**src/design/bmhq_pkg.sv**
```systemverilog
// bmhq_pkg: operation and status codes, result struct and sequencer states
// for the binary max heap queue. No dependencies.
`timescale 1ns / 1ps

package bmhq_pkg;

  localparam int DATA_W = 32;

  typedef logic [1:0] kind_t;
  localparam kind_t KIND_INSERT = 2'd0;
  localparam kind_t KIND_PEEK   = 2'd1;
  localparam kind_t KIND_POP    = 2'd2;

  typedef logic [1:0] status_t;
  localparam status_t STATUS_OK    = 2'd0;
  localparam status_t STATUS_EMPTY = 2'd1;
  localparam status_t STATUS_FULL  = 2'd2;

  typedef struct packed {
    status_t             status;
    logic [DATA_W-1:0]   top_value;
  } res_t;

  typedef enum logic [3:0] {
    ST_IDLE,
    ST_UP_RD,
    ST_UP_CMP,
    ST_ROOT_RD,
    ST_ROOT_WAIT,
    ST_LAST_WAIT,
    ST_DN_RDL,
    ST_DN_RDR,
    ST_DN_CMP,
    ST_FIN
  } seq_state_t;

endpackage

```
**src/design/bmhq_seq.sv**
```systemverilog
// bmhq_seq: heap sequencer with one shared comparator; runs sift up and
// sift down one level at a time through bmhq_ram. Depends on bmhq_pkg.
`timescale 1ns / 1ps

module bmhq_seq #(
  parameter int CAPACITY = 1024,
  localparam int PW = $clog2(CAPACITY + 1),
  localparam int AW = (CAPACITY > 1) ? $clog2(CAPACITY) : 1
) (
  input  logic                        clk,
  input  logic                        rst,
  input  logic                        req_valid,
  input  bmhq_pkg::kind_t             req_kind,
  input  logic [bmhq_pkg::DATA_W-1:0] req_value,
  output logic                        req_ready,
  output logic                        res_valid,
  output bmhq_pkg::res_t              res,
  input  logic                        res_take,
  output logic                        ram_we,
  output logic [AW-1:0]               ram_waddr,
  output logic [bmhq_pkg::DATA_W-1:0] ram_wdata,
  output logic [AW-1:0]               ram_raddr,
  input  logic [bmhq_pkg::DATA_W-1:0] ram_rdata
);
  import bmhq_pkg::*;

  seq_state_t        state, state_next;
  kind_t             kind, kind_next;
  status_t           status, status_next;
  logic [DATA_W-1:0] top, top_next;
  logic [DATA_W-1:0] cur, cur_next;
  logic [DATA_W-1:0] bestv, bestv_next;
  logic              sel_left, sel_left_next;
  logic [PW-1:0]     pos, pos_next;
  logic [PW-1:0]     count, count_next;

  logic [DATA_W-1:0] cmp_a, cmp_b;
  logic              gt;
  logic [PW-1:0]     pos_m1, parent, parent_m1, count_m1;
  logic [PW:0]       left, right, left_m1, right_m1;
  logic              right_ok;

  assign gt        = cmp_a > cmp_b;
  assign pos_m1    = pos - PW'(1);
  assign parent    = pos >> 1;
  assign parent_m1 = parent - PW'(1);
  assign count_m1  = count - PW'(1);
  assign left      = {pos, 1'b0};
  assign right     = {pos, 1'b1};
  assign left_m1   = left - (PW+1)'(1);
  assign right_m1  = left;
  assign right_ok  = right <= {1'b0, count};

  assign req_ready     = state == ST_IDLE;
  assign res.status    = status;
  assign res.top_value = top;

  always_ff @(posedge clk) begin
    if (rst) begin
      state <= ST_IDLE;
      count <= '0;
    end else begin
      state <= state_next;
      count <= count_next;
    end
  end

  always_ff @(posedge clk) begin
    kind     <= kind_next;
    status   <= status_next;
    top      <= top_next;
    cur      <= cur_next;
    bestv    <= bestv_next;
    sel_left <= sel_left_next;
    pos      <= pos_next;
  end

  always_comb begin
    state_next    = state;
    kind_next     = kind;
    status_next   = status;
    top_next      = top;
    cur_next      = cur;
    bestv_next    = bestv;
    sel_left_next = sel_left;
    pos_next      = pos;
    count_next    = count;
    ram_we        = 1'b0;
    ram_waddr     = pos_m1[AW-1:0];
    ram_wdata     = cur;
    ram_raddr     = '0;
    cmp_a         = ram_rdata;
    cmp_b         = cur;
    res_valid     = 1'b0;
    case (state)
      ST_IDLE: begin
        if (req_valid) begin
          kind_next   = req_kind;
          status_next = STATUS_OK;
          top_next    = '0;
          case (req_kind)
            KIND_INSERT: begin
              if (count == PW'(CAPACITY)) begin
                status_next = STATUS_FULL;
                state_next  = ST_FIN;
              end else begin
                pos_next   = count + PW'(1);
                count_next = count + PW'(1);
                cur_next   = req_value;
                state_next = ST_UP_RD;
              end
            end
            KIND_PEEK, KIND_POP: begin
              if (count == '0) begin
                status_next = STATUS_EMPTY;
                state_next  = ST_FIN;
              end else begin
                state_next = ST_ROOT_RD;
              end
            end
            default: begin
              state_next = ST_FIN;
            end
          endcase
        end
      end
      ST_UP_RD: begin
        if (pos == PW'(1)) begin
          ram_we     = 1'b1;
          state_next = ST_FIN;
        end else begin
          ram_raddr  = parent_m1[AW-1:0];
          state_next = ST_UP_CMP;
        end
      end
      ST_UP_CMP: begin
        cmp_a = cur;
        cmp_b = ram_rdata;
        ram_we = 1'b1;
        if (gt) begin
          ram_wdata  = ram_rdata;
          pos_next   = parent;
          state_next = ST_UP_RD;
        end else begin
          state_next = ST_FIN;
        end
      end
      ST_ROOT_RD: begin
        ram_raddr  = '0;
        state_next = ST_ROOT_WAIT;
      end
      ST_ROOT_WAIT: begin
        top_next = ram_rdata;
        if (kind == KIND_POP) begin
          ram_raddr  = count_m1[AW-1:0];
          state_next = ST_LAST_WAIT;
        end else begin
          state_next = ST_FIN;
        end
      end
      ST_LAST_WAIT: begin
        cur_next   = ram_rdata;
        count_next = count_m1;
        pos_next   = PW'(1);
        if (count == PW'(1)) begin
          state_next = ST_FIN;
        end else begin
          state_next = ST_DN_RDL;
        end
      end
      ST_DN_RDL: begin
        if (left > {1'b0, count}) begin
          ram_we     = 1'b1;
          state_next = ST_FIN;
        end else begin
          ram_raddr  = left_m1[AW-1:0];
          state_next = ST_DN_RDR;
        end
      end
      ST_DN_RDR: begin
        cmp_a = ram_rdata;
        cmp_b = cur;
        if (gt) begin
          bestv_next    = ram_rdata;
          sel_left_next = 1'b1;
        end else begin
          bestv_next    = cur;
          sel_left_next = 1'b0;
        end
        if (right_ok) begin
          ram_raddr = right_m1[AW-1:0];
        end
        state_next = ST_DN_CMP;
      end
      ST_DN_CMP: begin
        cmp_a  = ram_rdata;
        cmp_b  = bestv;
        ram_we = 1'b1;
        if (right_ok && gt) begin
          ram_wdata  = ram_rdata;
          pos_next   = right[PW-1:0];
          state_next = ST_DN_RDL;
        end else if (sel_left) begin
          ram_wdata  = bestv;
          pos_next   = left[PW-1:0];
          state_next = ST_DN_RDL;
        end else begin
          state_next = ST_FIN;
        end
      end
      ST_FIN: begin
        res_valid = 1'b1;
        if (res_take) begin
          state_next = ST_IDLE;
        end
      end
      default: begin
        state_next = ST_IDLE;
      end
    endcase
  end

endmodule

```
**config.mk**
```make
export PLATFORM = sky130hd
export DESIGN_NAME = bmhq_seq
export DESIGN_NICKNAME = d
export VERILOG_FILES = /design/src/design/bmhq_pkg.sv /design/src/design/bmhq_seq.sv
export SDC_FILE = /design/constraint.sdc
export NUM_CORES = 1
export LEC_CHECK = 0
export ABC_AREA = 1
export BUFFER_PORTS_ARGS = -buffer_cell sky130_fd_sc_hd__buf_2
export CORE_MARGIN = 8
export CORE_UTILIZATION = 45
export CTS_BUF_LIST = sky130_fd_sc_hd__clkbuf_8 sky130_fd_sc_hd__clkbuf_16
export DETAILED_ROUTE_END_ITERATION = 7
export PLACE_DENSITY = 0.66
export SYNTH_ARGS = -nofsm -noshare
export SYNTH_HDL_FRONTEND = slang
export SYNTH_SLANG_ARGS = --single-unit
```
**constraint.sdc**
```tcl
create_clock -name clk -period 5.8 [get_ports clk]
set_input_delay 1.16 -clock clk [delete_from_list [all_inputs] [get_ports clk]]
set_output_delay 1.16 -clock clk [all_outputs]
set_load 0.1 [all_outputs]
```
== Word level (Yosys, flattened, before mapping) ==
Index checks and enable logic that the tools add are counted.

* Output and inout port bits: 89
* Input port bits: 70
* Register bits after elaboration: 127
* Logic and storage cells: 98

* Equal/unequal tests: 21
* Add/subtract/negate cells: 5
* Reductions and logical operators: 14
* Magnitude comparators: 3
* Mux-type cells: 46

{| class="wikitable"
|+ Operators by type and width
! kind !! count
|-
| $mux 32 || 8
|-
| $pmux 32 s2 || 4
|-
| $mux 11 || 6
|-
| $mux 4 || 11
|-
| $pmux 11 s4 || 1
|-
| $mux 10 || 4
|-
| $pmux 10 s4 || 1
|-
| $pmux 4 s10 || 1
|-
| $gt 32x32->1 || 1
|-
| $sub 10x1->10 const B || 3
|-
| $eq 11x1->1 const B || 2
|-
| $pmux 11 s2 || 1
|-
| $eq 4x3->1 const B || 4
|-
| $gt 12x11->1 || 1
|-
| $le 12x11->1 || 1
|-
| $add 11x1->11 const B || 1
|-
| $eq 11x11->1 const B || 1
|-
| $logic_not 11->1 || 1
|-
| $sub 11x1->11 const B || 1
|-
| $eq 4x2->1 const B || 2
|-
| $eq 4x4->1 const B || 2
|-
| $ne 2x2->1 const B || 4
|-
| $pmux 4 s2 || 1
|-
| $reduce_and 2->1 || 3
|-
| other kinds (17) || 24
|}

== Longest topological paths before layout ==
Gate-level depths: netlist of run 1.

* Depth in word-level cells: 6
* Depth in mapped cells: 27
* Gate-level depth less buffers: 26

== Least setup slack after synthesis of run 1 ==
No wires, ideal clock.

* Path type: register to output
* From: register pos[0]
* To: output port ram_raddr[9]
* Slack: 0.438 ns
* Stages on the path, launching flop included: 8
* Path buffers: 0
* Data arrival time: 4.202 ns
* Data required time: 4.640 ns
* Path through: edfxtp_1 inv_1 ha_1 nand4_1 nor2_1 xor2_1 nand2_1 o2111ai_1

* Cells in the longest elaborated chain, start to end: 3

{| class="wikitable"
|+ RTL lines
! element !! RTL line !! source
|-
| start, declared || bmhq_seq.sv:34 || <nowiki>logic [PW-1:0] pos, pos_next;</nowiki>
|-
| start signal, assigned || bmhq_seq.sv:75 || <nowiki>pos <= pos_next;</nowiki>
|-
| $sub 10x1->10 (tied with other cells) || bmhq_seq.sv:50 || <nowiki>assign left_m1 = left - (PW+1)'(1);</nowiki>
|-
| $mux 10, on equally long branches || bmhq_seq.sv:172, bmhq_seq.sv:128, bmhq_seq.sv:190 ||
|-
| $pmux 10 s4 (*) || bmhq_seq.sv:95 || <nowiki>case (state)</nowiki>
|-
| end, declared || bmhq_seq.sv:22 || <nowiki>output logic [AW-1:0] ram_raddr,</nowiki>
|}

Every way passes the cells marked *; elsewhere a longest branch is shown, timed or not.

== Worst setup path after layout of run 1 ==
* From: register state[2]
* To: output port ram_wdata[26] (netlist bit)

* Cells in the longest elaborated chain, start to end: 6

{| class="wikitable"
|+ RTL lines
! element !! RTL line !! source
|-
| start, declared || bmhq_seq.sv:27 || <nowiki>seq_state_t state, state_next;</nowiki>
|-
| start signal, assigned || bmhq_seq.sv:63 || <nowiki>state <= state_next;</nowiki>
|-
| $eq 4x4->1 / $eq 4x2->1 (equally long branches) || bmhq_seq.sv:95 ||
|-
| $pmux 32 s2 / $mux 32 (equally long branches) || bmhq_seq.sv:95 ||
|-
| $gt 32x32->1 || bmhq_seq.sv:43 || <nowiki>assign gt = cmp_a > cmp_b;</nowiki>
|-
| $logic_and 1x1->1 || bmhq_seq.sv:199 || <nowiki>if (right_ok && gt) begin</nowiki>
|-
| $mux 32 || bmhq_seq.sv:199 ||
|-
| $pmux 32 s2 (*) || bmhq_seq.sv:95 ||
|-
| end, declared || bmhq_seq.sv:21 || <nowiki>output logic [bmhq_pkg::DATA_W-1:0] ram_wdata,</nowiki>
|}

Marks and branches as above.

==> run summary, run 1 <==
SETUP PATH
------------------------------------------------------------------------------------------------------
Delay-heaviest family, CP ............................................................... simple AND/OR/NAND/NOR gates
Buf/Inv on CP ...........................................................................            3
Slowest cell delay on critical path .....................................................      0.57 ns
Worst path depth ........................................................................           17
Reg-to-reg critical path startpoint ..................................................... state[2]$_SDFFE_PP0P_
Top cell by count, worst path ........................................................... sky130_fd_sc_hd__nand2_1
CP max-delay cell ....................................................................... sky130_fd_sc_hd__buf_4
Critical R2R Capture .................................................................... pos[7]$_DFFE_PP_
Endpoint kind of the worst setup timing path ............................................   output pin
Crit path max fanout ....................................................................           65
Required time at the endpoint of the critical path ......................................      4.64 ns
Path type of the worst setup path ....................................................... flip-flop to output pin
CP Launch Type ..........................................................................    flip-flop
Worst reg2reg setup slack ...............................................................      1.26 ns
Sequence of cells on the critical path .................................................. nor2_1 > nand2_2 > inv_2 > buf_4 > a221oi_1 > ha_1 > nand2_1 > nor2_1 > nand4_1 > nor2_1 > nand2_1 > nand2_1 > nand3_2 > nor2_4 > nand2_1 > nand3_1 > buf_12
Capture point of the critical path ...................................................... ram_wdata[26]
Depth of the worst register-to-register path ............................................           17
Data arrival at the endpoint of the critical path .......................................      4.16 ns
Worst setup path startpoint ............................................................. state[2]$_SDFFE_PP0P_

LOGIC SYNTHESIS
------------------------------------------------------------------------------------------------------
Syn Area/Cell ...........................................................................   7.63 sq um
Number of cells produced by synthesis ...................................................         1225
Flop and latch count out of synthesis ...................................................          127
Fraction of registers with async set/reset ..............................................           0%
Warnings from Yosys .....................................................................            0
Primary FF master, synth ................................................................ sky130_fd_sc_hd__edfxtp_1
Synth cell types ........................................................................           47
Syn nets ................................................................................         1348
Netlist Area Pre-Place ..................................................................   9350 sq um
Part of the Yosys area used for sequential elements .....................................        39.2%
Count of flip-flops with a built-in enable after synthesis ..............................          112

FINAL LAYOUT
------------------------------------------------------------------------------------------------------
Post-route standard cell area excluding fillers .........................................  11400 sq um
Net total in the final layout ...........................................................         1481
Post-Route Utilization ..................................................................        56.3%
Highest-count cells in the layout ignoring fill and taps ................................ sky130_fd_sc_hd__nand2_1, sky130_fd_sc_hd__inv_1, sky130_fd_sc_hd__nor2_1
Area taken by multi-input logic gates ...................................................   4840 sq um
Fill cell total of the finished layout ..................................................         1957
Synth-to-layout area growth .............................................................        22.4%
Most common cell after layout, fill and taps aside ...................................... sky130_fd_sc_hd__nand2_1
Total area of sequential cells ..........................................................   3660 sq um
Proportion of layout cells with a drive suffix above 1 ..................................        18.5%

CLOCKING
------------------------------------------------------------------------------------------------------
Number of buffers inserted during clock tree synthesis ..................................           17
Insertion delay to the later sink of the worst-skew pair ................................      0.42 ns
Clock transition at the register clock pins on the worst setup and hold paths after CTS .      0.06 ns
Post-CTS resize count ...................................................................            0
Clock tree from TritonCTS ...............................................................         done
Count of hold buffers inserted by post-cts repair .......................................            0
Clock tree buffer depth .................................................................            2
H-Tree Level Count ......................................................................            4
Library cell used as clock root buffer .................................................. sky130_fd_sc_hd__clkbuf_16
Setup Fix Bufs, Post-CTS ................................................................            0
TritonCTS Sinks .........................................................................          127

TIMING
------------------------------------------------------------------------------------------------------
Maximum clock skew at final layout ......................................................    0.0103 ns
Number of max-slew violations in the final report .......................................            0
Unrepaired setup endpoints after global routing .........................................        false
Transition time of the tightest slew-check pin ..........................................      1.19 ns
Setup total negative slack ..............................................................         0 ns
Period utilization ......................................................................        91.7%
Rel. slew slack .........................................................................        20.5%
Maximum operating frequency .............................................................    0.188 GHz
Min cycle time layout ...................................................................      5.32 ns
Final number of setup-violating endpoints ...............................................            0
Final number of hold-violating endpoints ................................................            0

FLOORPLAN
------------------------------------------------------------------------------------------------------
Number of I/O pins ......................................................................          159
Height of the chip ......................................................................       160 um
Area of the core ........................................................................  20300 sq um
Die W ...................................................................................       160 um
Standard-cell row count .................................................................           52
Starting Density ........................................................................        46.0%
Area of the die .........................................................................  25600 sq um

ROUTE
------------------------------------------------------------------------------------------------------
Wire length after detailed routing ......................................................     28200 um
Vias post-DR ............................................................................         8910
Residual DRC count ......................................................................            0
Antenna viol nets, final ................................................................            0
Detailed-router iteration count before antenna repair ...................................            5
Wire length per cell ....................................................................      17.2 um
DRC marker count from the first detailed-route iteration ................................          733
Via-per-instance ratio ..................................................................         5.43

GLOBAL ROUTING
------------------------------------------------------------------------------------------------------
Maximum number of pins on one net before global-route repair ............................           83
Vias in the first global route ..........................................................         8970
GRT Max-Usage Layer .....................................................................         met2
Met3 demand-to-capacity share in global routing .........................................        4.73%
Sum of overflow across all layers after global routing ..................................            0
First-pass GRT wire length ..............................................................     45600 um
Total track usage .......................................................................        21.8%
Met2 Use GR .............................................................................        35.5%
Met1 layer usage reported by global route ...............................................        28.2%
Number of antenna violations at the first check in global routing .......................            1

PLACE
------------------------------------------------------------------------------------------------------
Count of input and output buffers .......................................................          158
Post-DP HPWL ............................................................................     19800 um
Area of placed instances ................................................................  10800 sq um
Weighted congestion reported at the end of routability-driven placement .................        0.920

JOB
------------------------------------------------------------------------------------------------------
Max-capacitance violation count .........................................................            0

STATUS
------------------------------------------------------------------------------------------------------
Run status ..............................................................................    completed

MIN PATH
------------------------------------------------------------------------------------------------------
Tightest Hold Check Type ................................................................ flip-flop to flip-flop

-- synth_stat cells (5+ instances only) --
| master | count | area [sq um] |
|---|---|---|
| sky130_fd_sc_hd__o21ai_0 | 120 | 601 |
| sky130_fd_sc_hd__xor2_1 | 23 | 201 |
| sky130_fd_sc_hd__buf_2 | 6 | 30.0 |
| sky130_fd_sc_hd__o21ai_1 | 26 | 130 |
| sky130_fd_sc_hd__ha_1 | 53 | 663 |
| sky130_fd_sc_hd__nand3_1 | 58 | 290 |
| sky130_fd_sc_hd__buf_1 | 9 | 33.8 |
| sky130_fd_sc_hd__a221oi_1 | 31 | 272 |
| sky130_fd_sc_hd__buf_6 | 9 | 101 |
| sky130_fd_sc_hd__nand2_1 | 280 | 1050 |
| sky130_fd_sc_hd__nand4_1 | 7 | 43.8 |
| sky130_fd_sc_hd__o221ai_1 | 10 | 87.6 |
| sky130_fd_sc_hd__edfxtp_1 | 112 | 3360 |
| sky130_fd_sc_hd__dfxtp_1 | 15 | 300 |
| sky130_fd_sc_hd__inv_1 | 135 | 507 |
| sky130_fd_sc_hd__nor3_1 | 7 | 35.0 |
| sky130_fd_sc_hd__o22ai_1 | 5 | 31.3 |
| sky130_fd_sc_hd__inv_2 | 13 | 48.8 |
| sky130_fd_sc_hd__nor2_1 | 132 | 495 |
| sky130_fd_sc_hd__clkbuf_1 | 34 | 128 |
| sky130_fd_sc_hd__a21oi_1 | 69 | 345 |
| sky130_fd_sc_hd__a31oi_1 | 20 | 125 |
| sky130_fd_sc_hd__o21ai_2 | 9 | 78.8 |
-- how the worst min path moves through the flow --
stage / start / to / slack [ns] / cells after the start
floorplan: count[9]$_SDFFE_PP0P_ / count[9]$_SDFFE_PP0P_ / 0.53 / 2
global placement: cur[30]$_DFFE_PP_ / bestv[30]$_DFFE_PN_ / 0.55 / 2
detailed placement: cur[24]$_DFFE_PP_ / bestv[24]$_DFFE_PN_ / 0.57 / 2
CTS: cur[24]$_DFFE_PP_ / bestv[24]$_DFFE_PN_ / 0.58 / 2
global route: cur[27]$_DFFE_PP_ / bestv[27]$_DFFE_PN_ / 0.60 / 2
finish: cur[24]$_DFFE_PP_ / bestv[24]$_DFFE_PN_ / 0.57 / 2
-- worst register-to-register path, cell delays in order, from the launching register on --
cell	delay (ns)
sky130_fd_sc_hd__dfxtp_1	0.36
sky130_fd_sc_hd__nor2_1	0.22
sky130_fd_sc_hd__nand2_2	0.09
sky130_fd_sc_hd__inv_2	0.05
sky130_fd_sc_hd__buf_4	0.57
sky130_fd_sc_hd__a221oi_1	0.30
sky130_fd_sc_hd__ha_1	0.33
sky130_fd_sc_hd__nand2_1	0.04
sky130_fd_sc_hd__nor2_1	0.12
sky130_fd_sc_hd__nand4_1	0.12
sky130_fd_sc_hd__nor2_1	0.23
sky130_fd_sc_hd__nand2_1	0.10
sky130_fd_sc_hd__nand2_1	0.11
sky130_fd_sc_hd__nand3_2	0.11
sky130_fd_sc_hd__buf_4	0.25
sky130_fd_sc_hd__nand3_1	0.15
sky130_fd_sc_hd__nand2_1	0.10
sky130_fd_sc_hd__a21oi_1	0.92
-- metrics by stage --
stage	cells	worst slack [ns]	hold WS [ns]
after floorplan	1225	0.438	0.526
after global placement	1609	0.949	0.552
after detailed placement	1609	0.919	0.565
after CTS	1641	0.474	0.580
after global routing	1642	0.0551	0.604
final	1642	0.482	0.574
-- layout make-up --
class / count / area share (%)
timing repair buffer: 173 / 12.1
multi-input combinational: 890 / 42.3
sequential: 127 / 32.0
antenna: 1 / 0.0219
tap: 270 / 2.95
clock buffer: 17 / 3.72
clock inverter: 15 / 1.94
inverter: 149 / 4.91
-- layer usage --
| layer | share of wire, % | vias to the layer above |
|---|---|---|
| met5 | 0 | - |
| met4 | 1.6 | 0 |
| met3 | 7.1 | 28 |
| met2 | 46 | 322 |
| met1 | 45 | 4093 |
| li1 | - | 4467 |
-- cells by family after synthesis --
family | share of synthesized area (%)
simple gates | 22.6
buf+inv | 9.22
compound gates | 19.5
fa+ha+maj | 7.10
flops | 39.2
xor+xnor | 2.44
-- state kept, by name (all words and copies together), names as in the netlist --
| name | cells |
|---|---|
| bestv | 32 |
| cur | 32 |
| top | 32 |
| count | 11 |
| pos | 11 |
| state | 4 |
| kind | 2 |
| status | 2 |
| sel_left | 1 |
Power of run 1 is not shown: default switching activity piles up to over one toggle a cycle in this logic, so the estimate is an artifact.
==> run 2: changes to the inputs <==
--- a/config.mk
+++ b/config.mk
@@ -12,6 +12,7 @@
 export CTS_BUF_LIST = sky130_fd_sc_hd__clkbuf_8 sky130_fd_sc_hd__clkbuf_16
 export DETAILED_ROUTE_END_ITERATION = 7
 export PLACE_DENSITY = 0.66
+export RECOVER_POWER = 100
 export SYNTH_ARGS = -nofsm -noshare
 export SYNTH_HDL_FRONTEND = slang
 export SYNTH_SLANG_ARGS = --single-unit
==> run 2 against run 1 <==
Utilization down 2.3 points; highest routed layer unchanged; hold slack about the same; clock skew about the same; the run now ends with capacitance limit, slew limit left; final area down 4.1%; largest cell class unchanged; critical path type unchanged; global-route usage unchanged; critical endpoint is now ram_wdata[0]; sequential share of layout area up 1.4 points; maximum frequency down 1.7%; wire length up 0.37%.
==> run summary, run 2 (synthesis results as in run 1) <==
JOB
------------------------------------------------------------------------------------------------------
Max-capacitance violation count .........................................................            4

FINAL LAYOUT
------------------------------------------------------------------------------------------------------
Highest-count cells in the layout ignoring fill and taps ................................ sky130_fd_sc_hd__nand2_1, sky130_fd_sc_hd__o21ai_0, sky130_fd_sc_hd__inv_1
Non-filler instance count after layout ..................................................         1642
Synth-to-layout area growth .............................................................        17.4%
Proportion of layout cells with a drive suffix above 1 ..................................        12.7%
Net total in the final layout ...........................................................         1481
Post-Route Utilization ..................................................................        54.0%
Most common cell after layout, fill and taps aside ...................................... sky130_fd_sc_hd__nand2_1
Fill cell total of the finished layout ..................................................         2055
Largest registers ....................................................................... bestv x32, cur x32, top x32

TIMING
------------------------------------------------------------------------------------------------------
Maximum clock skew at final layout ......................................................   0.00993 ns
Unrepaired setup endpoints after global routing .........................................        false
Rel. slew slack .........................................................................        -143%
Maximum operating frequency .............................................................    0.185 GHz
Period utilization ......................................................................        93.3%
Min cycle time layout ...................................................................      5.41 ns
Final number of setup-violating endpoints ...............................................            0
Number of max-slew violations in the final report .......................................          164
Final number of hold-violating endpoints ................................................            0
Transition time of the tightest slew-check pin ..........................................      3.65 ns
Setup total negative slack ..............................................................         0 ns

CLOCKING
------------------------------------------------------------------------------------------------------
Insertion delay to the later sink of the worst-skew pair ................................      0.42 ns
TritonCTS Sinks .........................................................................          127
Number of buffers inserted during clock tree synthesis ..................................           17
Library cell used as clock root buffer .................................................. sky130_fd_sc_hd__clkbuf_16
Count of hold buffers inserted by post-cts repair .......................................            0
Clock transition at the register clock pins on the worst setup and hold paths after CTS .      0.06 ns
H-Tree Level Count ......................................................................            4
Clock tree buffer depth .................................................................            2
Post-CTS resize count ...................................................................            0
Clock tree from TritonCTS ...............................................................         done
Setup Fix Bufs, Post-CTS ................................................................            0

SETUP PATH
------------------------------------------------------------------------------------------------------
Path type of the worst setup path ....................................................... flip-flop to output pin
Worst setup path startpoint ............................................................. state[1]$_SDFFE_PP0P_
Critical R2R Capture .................................................................... pos[7]$_DFFE_PP_
Crit path max fanout ....................................................................           65
Depth of the worst register-to-register path ............................................            8
Sequence of cells on the critical path .................................................. inv_1 > nor2_1 > nand2_2 > inv_1 > buf_4 > a221oi_1 > ha_1 > nand2_1 > nor2_1 > nand4_1 > nor2_1 > nand2_1 > nand2_1 > nand3_1 > nor2_4 > nand2_1 > nand3_1 > buf_4
CP max-delay cell ....................................................................... sky130_fd_sc_hd__buf_4
Worst reg2reg setup slack ...............................................................      0.68 ns
Worst path depth ........................................................................           18
CP Launch Type ..........................................................................    flip-flop
Delay-heaviest family, CP ............................................................... simple AND/OR/NAND/NOR gates
Slowest cell delay on critical path .....................................................      0.54 ns
Reg-to-reg critical path startpoint ..................................................... state[3]$_SDFFE_PP0P_
Required time at the endpoint of the critical path ......................................      4.64 ns
Endpoint kind of the worst setup timing path ............................................   output pin
Buf/Inv on CP ...........................................................................            4
Top cell by count, worst path ........................................................... sky130_fd_sc_hd__nand2_1
Data arrival at the endpoint of the critical path .......................................      4.25 ns
Capture point of the critical path ...................................................... ram_wdata[0]

STATUS
------------------------------------------------------------------------------------------------------
Violations in the final reports ......................................................... capacitance limit, slew limit
Run status .............................................................................. finished with violations

MIN PATH
------------------------------------------------------------------------------------------------------
Tightest Hold Check Type ................................................................ flip-flop to flip-flop

PLACE
------------------------------------------------------------------------------------------------------
Post-DP HPWL ............................................................................     19800 um
Count of input and output buffers .......................................................          158
Weighted congestion reported at the end of routability-driven placement .................        0.920
Cell Count Post-Placement ...............................................................         1609

ROUTE
------------------------------------------------------------------------------------------------------
DRC marker count from the first detailed-route iteration ................................          740
Residual DRC count ......................................................................            0
Antenna viol nets, final ................................................................            0
Detailed-router iteration count before antenna repair ...................................            5
Via-per-instance ratio ..................................................................         5.47
Wire length after detailed routing ......................................................     28300 um
Vias post-DR ............................................................................         8984
Wire length per cell ....................................................................      17.2 um

GLOBAL ROUTING
------------------------------------------------------------------------------------------------------
Vias in the first global route ..........................................................         8970
First-pass GRT wire length ..............................................................     45600 um
Sum of overflow across all layers after global routing ..................................            0
Number of antenna violations at the first check in global routing .......................            1
Total track usage .......................................................................        21.8%
Maximum number of pins on one net before global-route repair ............................           83

FLOORPLAN
------------------------------------------------------------------------------------------------------
Standard-cell row count .................................................................           52
Area of the die .........................................................................  25600 sq um
Height of the chip ......................................................................       160 um
Die W ...................................................................................       160 um
Number of I/O pins ......................................................................          159
Area of the core ........................................................................  20300 sq um
Starting Density ........................................................................        46.0%

## run 2: cell type report
| class | instances | area, sq um | area share [%] |
|---|---|---|---|
| clock buffers | 17 | 425 | 3.88 |
| clock inverters | 15 | 221 | 2.02 |
| well taps | 270 | 338 | 3.08 |
| repair buffers | 173 | 985 | 8.97 |
| multi-input cells | 890 | 4780 | 43.5 |
| diodes | 1 | 2.50 | 0.0228 |
| flip-flops and latches | 127 | 3660 | 33.4 |
| inverters | 149 | 561 | 5.11 |
## run 2: how the worst min path moves through the flow
stage	cells past startpoint	slack, ns	to	start
final	2	0.57	count[10]$_SDFFE_PP0P_	count[10]$_SDFFE_PP0P_
after detailed placement	2	0.57	bestv[24]$_DFFE_PN_	cur[24]$_DFFE_PP_
after CTS	2	0.58	bestv[24]$_DFFE_PN_	cur[24]$_DFFE_PP_
after global routing	2	0.61	count[2]$_SDFFE_PP0P_	count[2]$_SDFFE_PP0P_
after floorplan	2	0.53	count[9]$_SDFFE_PP0P_	count[9]$_SDFFE_PP0P_
after global placement	2	0.55	bestv[30]$_DFFE_PN_	cur[30]$_DFFE_PP_
## run 2: per-layer routing
layer,vias to the layer above,global-route usage (%),part of all wire [%]
met5,-,0,0
met4,0,7.56,1.9
met3,32,4.73,7.2
met2,339,35.5,46
met1,4145,28.2,45
li1,4468,-,-
## run 2: worst register-to-register path, cell delays in order, from the launching register on
cell and delay (ns):
sky130_fd_sc_hd__dfxtp_1 0.32, sky130_fd_sc_hd__inv_1 0.12, sky130_fd_sc_hd__nand2_1 0.14, sky130_fd_sc_hd__nor2_1 0.61, sky130_fd_sc_hd__inv_2 0.04, sky130_fd_sc_hd__clkbuf_1 1.35
sky130_fd_sc_hd__a21oi_4 0.59, sky130_fd_sc_hd__clkinvlp_2 0.49, sky130_fd_sc_hd__a21oi_1 1.06
## run 2: metrics by stage
stage | instance area [sq um] | hold WS (ns) | worst slack (ns)
after CTS | 11400 | 0.580 | 0.474
after floorplan | 9350 | 0.526 | 0.438
final | 11000 | 0.575 | 0.388
after global placement | 10800 | 0.552 | 0.949
after detailed placement | 10800 | 0.565 | 0.919
after global routing | 11000 | 0.611 | 0.0327
Power of run 2 is left out for the same reason.
==> run 3: changes to the inputs <==
==> constraint.sdc (replaced) <==
create_clock -name clk -period 5.8 [get_ports clk]
set_input_delay 1.16 -clock clk [delete_from_list [all_inputs] [get_ports clk]]
set_output_delay 1.16 -clock clk [all_outputs]
set_load 0.02 [all_outputs]
==> run 3 against run 2 <==
The run still ends with capacitance limit, slew limit left; global-route usage shrank 0.43 points; hold slack lost 0.011 ns; non-clock buffer count is the same; via count shrank 0.97%; critical path depth grew 6; clock skew is essentially flat; cell count is essentially flat; register-to-register slack gained 0.18 ns; final area shrank 2.1%; count of clock-buffer cells in the layout is the same; first-iteration DRC count grew 15%; utilization shrank 1.1 points; critical path type unchanged; largest cell class unchanged; highest routed layer unchanged.
==> run summary, run 3 (synthesis results as in run 1) <==
TIMING
------------------------------------------------------------------------------------------------------
Period utilization ......................................................................        91.8%
Maximum clock skew at final layout ......................................................   0.00963 ns
Min cycle time layout ...................................................................      5.32 ns
Maximum operating frequency .............................................................    0.188 GHz
Rel. slew slack .........................................................................        -134%
Min setup slack post-route ..............................................................     0.478 ns
Unrepaired setup endpoints after global routing .........................................        false
Setup total negative slack ..............................................................         0 ns
Transition time of the tightest slew-check pin ..........................................      3.51 ns
Number of max-slew violations in the final report .......................................          208
Final number of setup-violating endpoints ...............................................            0
Final number of hold-violating endpoints ................................................            0

GLOBAL ROUTING
------------------------------------------------------------------------------------------------------
Sum of overflow across all layers after global routing ..................................            0
Number of antenna violations at the first check in global routing .......................            1
Total track usage .......................................................................        21.4%
Vias in the first global route ..........................................................         8592
Maximum number of pins on one net before global-route repair ............................           82
GRT Max-Usage Layer .....................................................................         met2
Met2 Use GR .............................................................................        34.3%
Met3 demand-to-capacity share in global routing .........................................        5.30%
Met1 layer usage reported by global route ...............................................        27.8%
First-pass GRT wire length ..............................................................     44600 um

FINAL LAYOUT
------------------------------------------------------------------------------------------------------
Proportion of layout cells with a drive suffix above 1 ..................................        10.8%
Most common cell after layout, fill and taps aside ...................................... sky130_fd_sc_hd__nand2_1
Net total in the final layout ...........................................................         1481
Largest registers ....................................................................... bestv x32, cur x32, top x32
Post-Route Utilization ..................................................................        52.9%
Highest-count cells in the layout ignoring fill and taps ................................ sky130_fd_sc_hd__nand2_1, sky130_fd_sc_hd__o21ai_0, sky130_fd_sc_hd__inv_1
Synth-to-layout area growth .............................................................        14.9%

CLOCKING
------------------------------------------------------------------------------------------------------
Clock transition at the register clock pins on the worst setup and hold paths after CTS .      0.06 ns
TritonCTS Sinks .........................................................................          127
Insertion delay to the later sink of the worst-skew pair ................................      0.43 ns
Number of buffers inserted during clock tree synthesis ..................................           17
Library cell used as clock root buffer .................................................. sky130_fd_sc_hd__clkbuf_16
H-Tree Level Count ......................................................................            4
Clock tree buffer depth .................................................................            2
Setup Fix Bufs, Post-CTS ................................................................            0
Clock tree from TritonCTS ...............................................................         done

SETUP PATH
------------------------------------------------------------------------------------------------------
CP Launch Type ..........................................................................    flip-flop
Crit path max fanout ....................................................................           21
Top cell by count, worst path ........................................................... sky130_fd_sc_hd__nand2_1
CP max-delay cell ....................................................................... sky130_fd_sc_hd__nor2_4
Endpoint kind of the worst setup timing path ............................................   output pin
Data arrival at the endpoint of the critical path .......................................      4.16 ns
Depth of the worst register-to-register path ............................................            7
Required time at the endpoint of the critical path ......................................      4.64 ns
Sequence of cells on the critical path .................................................. inv_1 > nor2_1 > nand2_2 > inv_1 > nor2_1 > inv_2 > buf_4 > nor2_1 > a221oi_1 > ha_1 > nand2_1 > nor2_1 > nand2_1 > inv_1 > nand2_1 > nand2_1 > nand2_1 > nand2_1 > nand3_1 > buf_4 > nor2_4 > nand2_1 > nand3_1 > clkbuf_1
Path type of the worst setup path ....................................................... flip-flop to output pin
Slowest cell delay on critical path .....................................................      0.51 ns

FLOORPLAN
------------------------------------------------------------------------------------------------------
Area of the core ........................................................................  20300 sq um
Area of the die .........................................................................  25600 sq um
Starting Density ........................................................................        46.0%
Standard-cell row count .................................................................           52
Height of the chip ......................................................................       160 um
Die W ...................................................................................       160 um
Number of I/O pins ......................................................................          159

ROUTE
------------------------------------------------------------------------------------------------------
Wire length after detailed routing ......................................................     27800 um
Residual DRC count ......................................................................            0
Antenna viol nets, final ................................................................            0
Wire length per cell ....................................................................      16.9 um
Detailed-router iteration count before antenna repair ...................................            6
DRC marker count from the first detailed-route iteration ................................          853
Vias post-DR ............................................................................         8897
Via-per-instance ratio ..................................................................         5.42

POWER
------------------------------------------------------------------------------------------------------
Leakage power ...........................................................................      4.78 nW
Worst vdd ir ............................................................................       366 uV
Power density normalized to cell area ...................................................  729 nW/um^2

MIN PATH
------------------------------------------------------------------------------------------------------
Tightest Hold Check Type ................................................................ flip-flop to flip-flop
Number of cells on the worst hold path ..................................................            2

PLACE
------------------------------------------------------------------------------------------------------
Worst slack at placement ................................................................     0.956 ns
Weighted congestion reported at the end of routability-driven placement .................        0.900
Post-DP HPWL ............................................................................     19500 um
Count of input and output buffers .......................................................          158

STATUS
------------------------------------------------------------------------------------------------------
Run status .............................................................................. finished with violations
Violations in the final reports ......................................................... capacitance limit, slew limit

JOB
------------------------------------------------------------------------------------------------------
Max-capacitance violation count .........................................................            5

==> run 3: cell types whose count changed in the layout (fill, tap and decap cells not counted), moves of 2 or more <==
cell,previous run,this run
sky130_fd_sc_hd__buf_6,11,1
sky130_fd_sc_hd__inv_1,136,139
sky130_fd_sc_hd__inv_2,12,10
sky130_fd_sc_hd__clkbuf_1,62,83
sky130_fd_sc_hd__buf_2,67,71
sky130_fd_sc_hd__clkbuf_4,9,1
sky130_fd_sc_hd__buf_4,18,8
sky130_fd_sc_hd__clkbuf_2,2,9
sky130_fd_sc_hd__clkinv_4,5,1
sky130_fd_sc_hd__buf_12,4,0
sky130_fd_sc_hd__clkinv_2,1,5
==> run 3: timing repair <==
item,4_1_cts,5_1_grt
setup endpoints to repair,0,3
resized for setup,0,1
hold endpoints to repair,0,0
hold buffers,0,0
==> run 3: layout make-up <==
cell class | instances | area, sq um
clock buffer | 17 | 425
timing repair buffer | 173 | 791
fill | 2005 | 9560
multi-input combinational | 890 | 4760
inverter | 149 | 561
antenna | 1 | 2.50
sequential | 127 | 3660
clock inverter | 14 | 199
tap | 270 | 338
==> run 3: worst max-delay path: cells and delay by family, from the launching register on <==
kind                     cells  cell delay [ns]
AO/OA/AOI/OAI                1             0.26
flip-flops                   1             0.36
adder cells (fa/ha/maj)      1             0.20
buffers and inverters        7             1.22
AND/OR/NAND/NOR             15             1.70
==> run 3: worst paths after layout <==
path / start / end / slack [ns]
max: state[1]$_SDFFE_PP0P_ / ram_wdata[2] / 0.48
min: count[10]$_SDFFE_PP0P_ / count[10]$_SDFFE_PP0P_ / 0.56
max reg2reg: state[3]$_SDFFE_PP0P_ / top[15]$_SDFFCE_PN0P_ / 0.86
min reg2reg: count[10]$_SDFFE_PP0P_ / count[10]$_SDFFE_PP0P_ / 0.56
==> run 3: power by group <==
group	leakage [nW]	switching [mW]	total (mW)	internal (mW)
Sequential	1.18	0.198	1.81	1.61
Combinational	3.29	3.44	4.85	1.41
Clock	0.311	0.419	1.17	0.753
Total	4.78	4.06	7.83	3.77
==> run 3: routing by layer <==
layer	vias to the layer above	wire length [um]
met1	4070	12600
met4	0	496
li1	4462	-
met3	34	2150
met2	331	12600
met5	-	0
==> run 3: metrics by stage <==
stage / instances / power (mW) / area (sq um) / hold slack, ns
2_1_floorplan: 1225 / 5.54 / 9350 / 0.526
3_3_place_gp: 1609 / 6.84 / 10300 / 0.547
3_5_place_dp: 1609 / 6.88 / 10300 / 0.554
4_1_cts: 1640 / 8.08 / 10900 / 0.564
5_1_grt: 1641 / 8.54 / 10700 / 0.600
6_report: 1641 / 7.83 / 10700 / 0.564
Note: power is estimated with default switching activity, not from simulation.
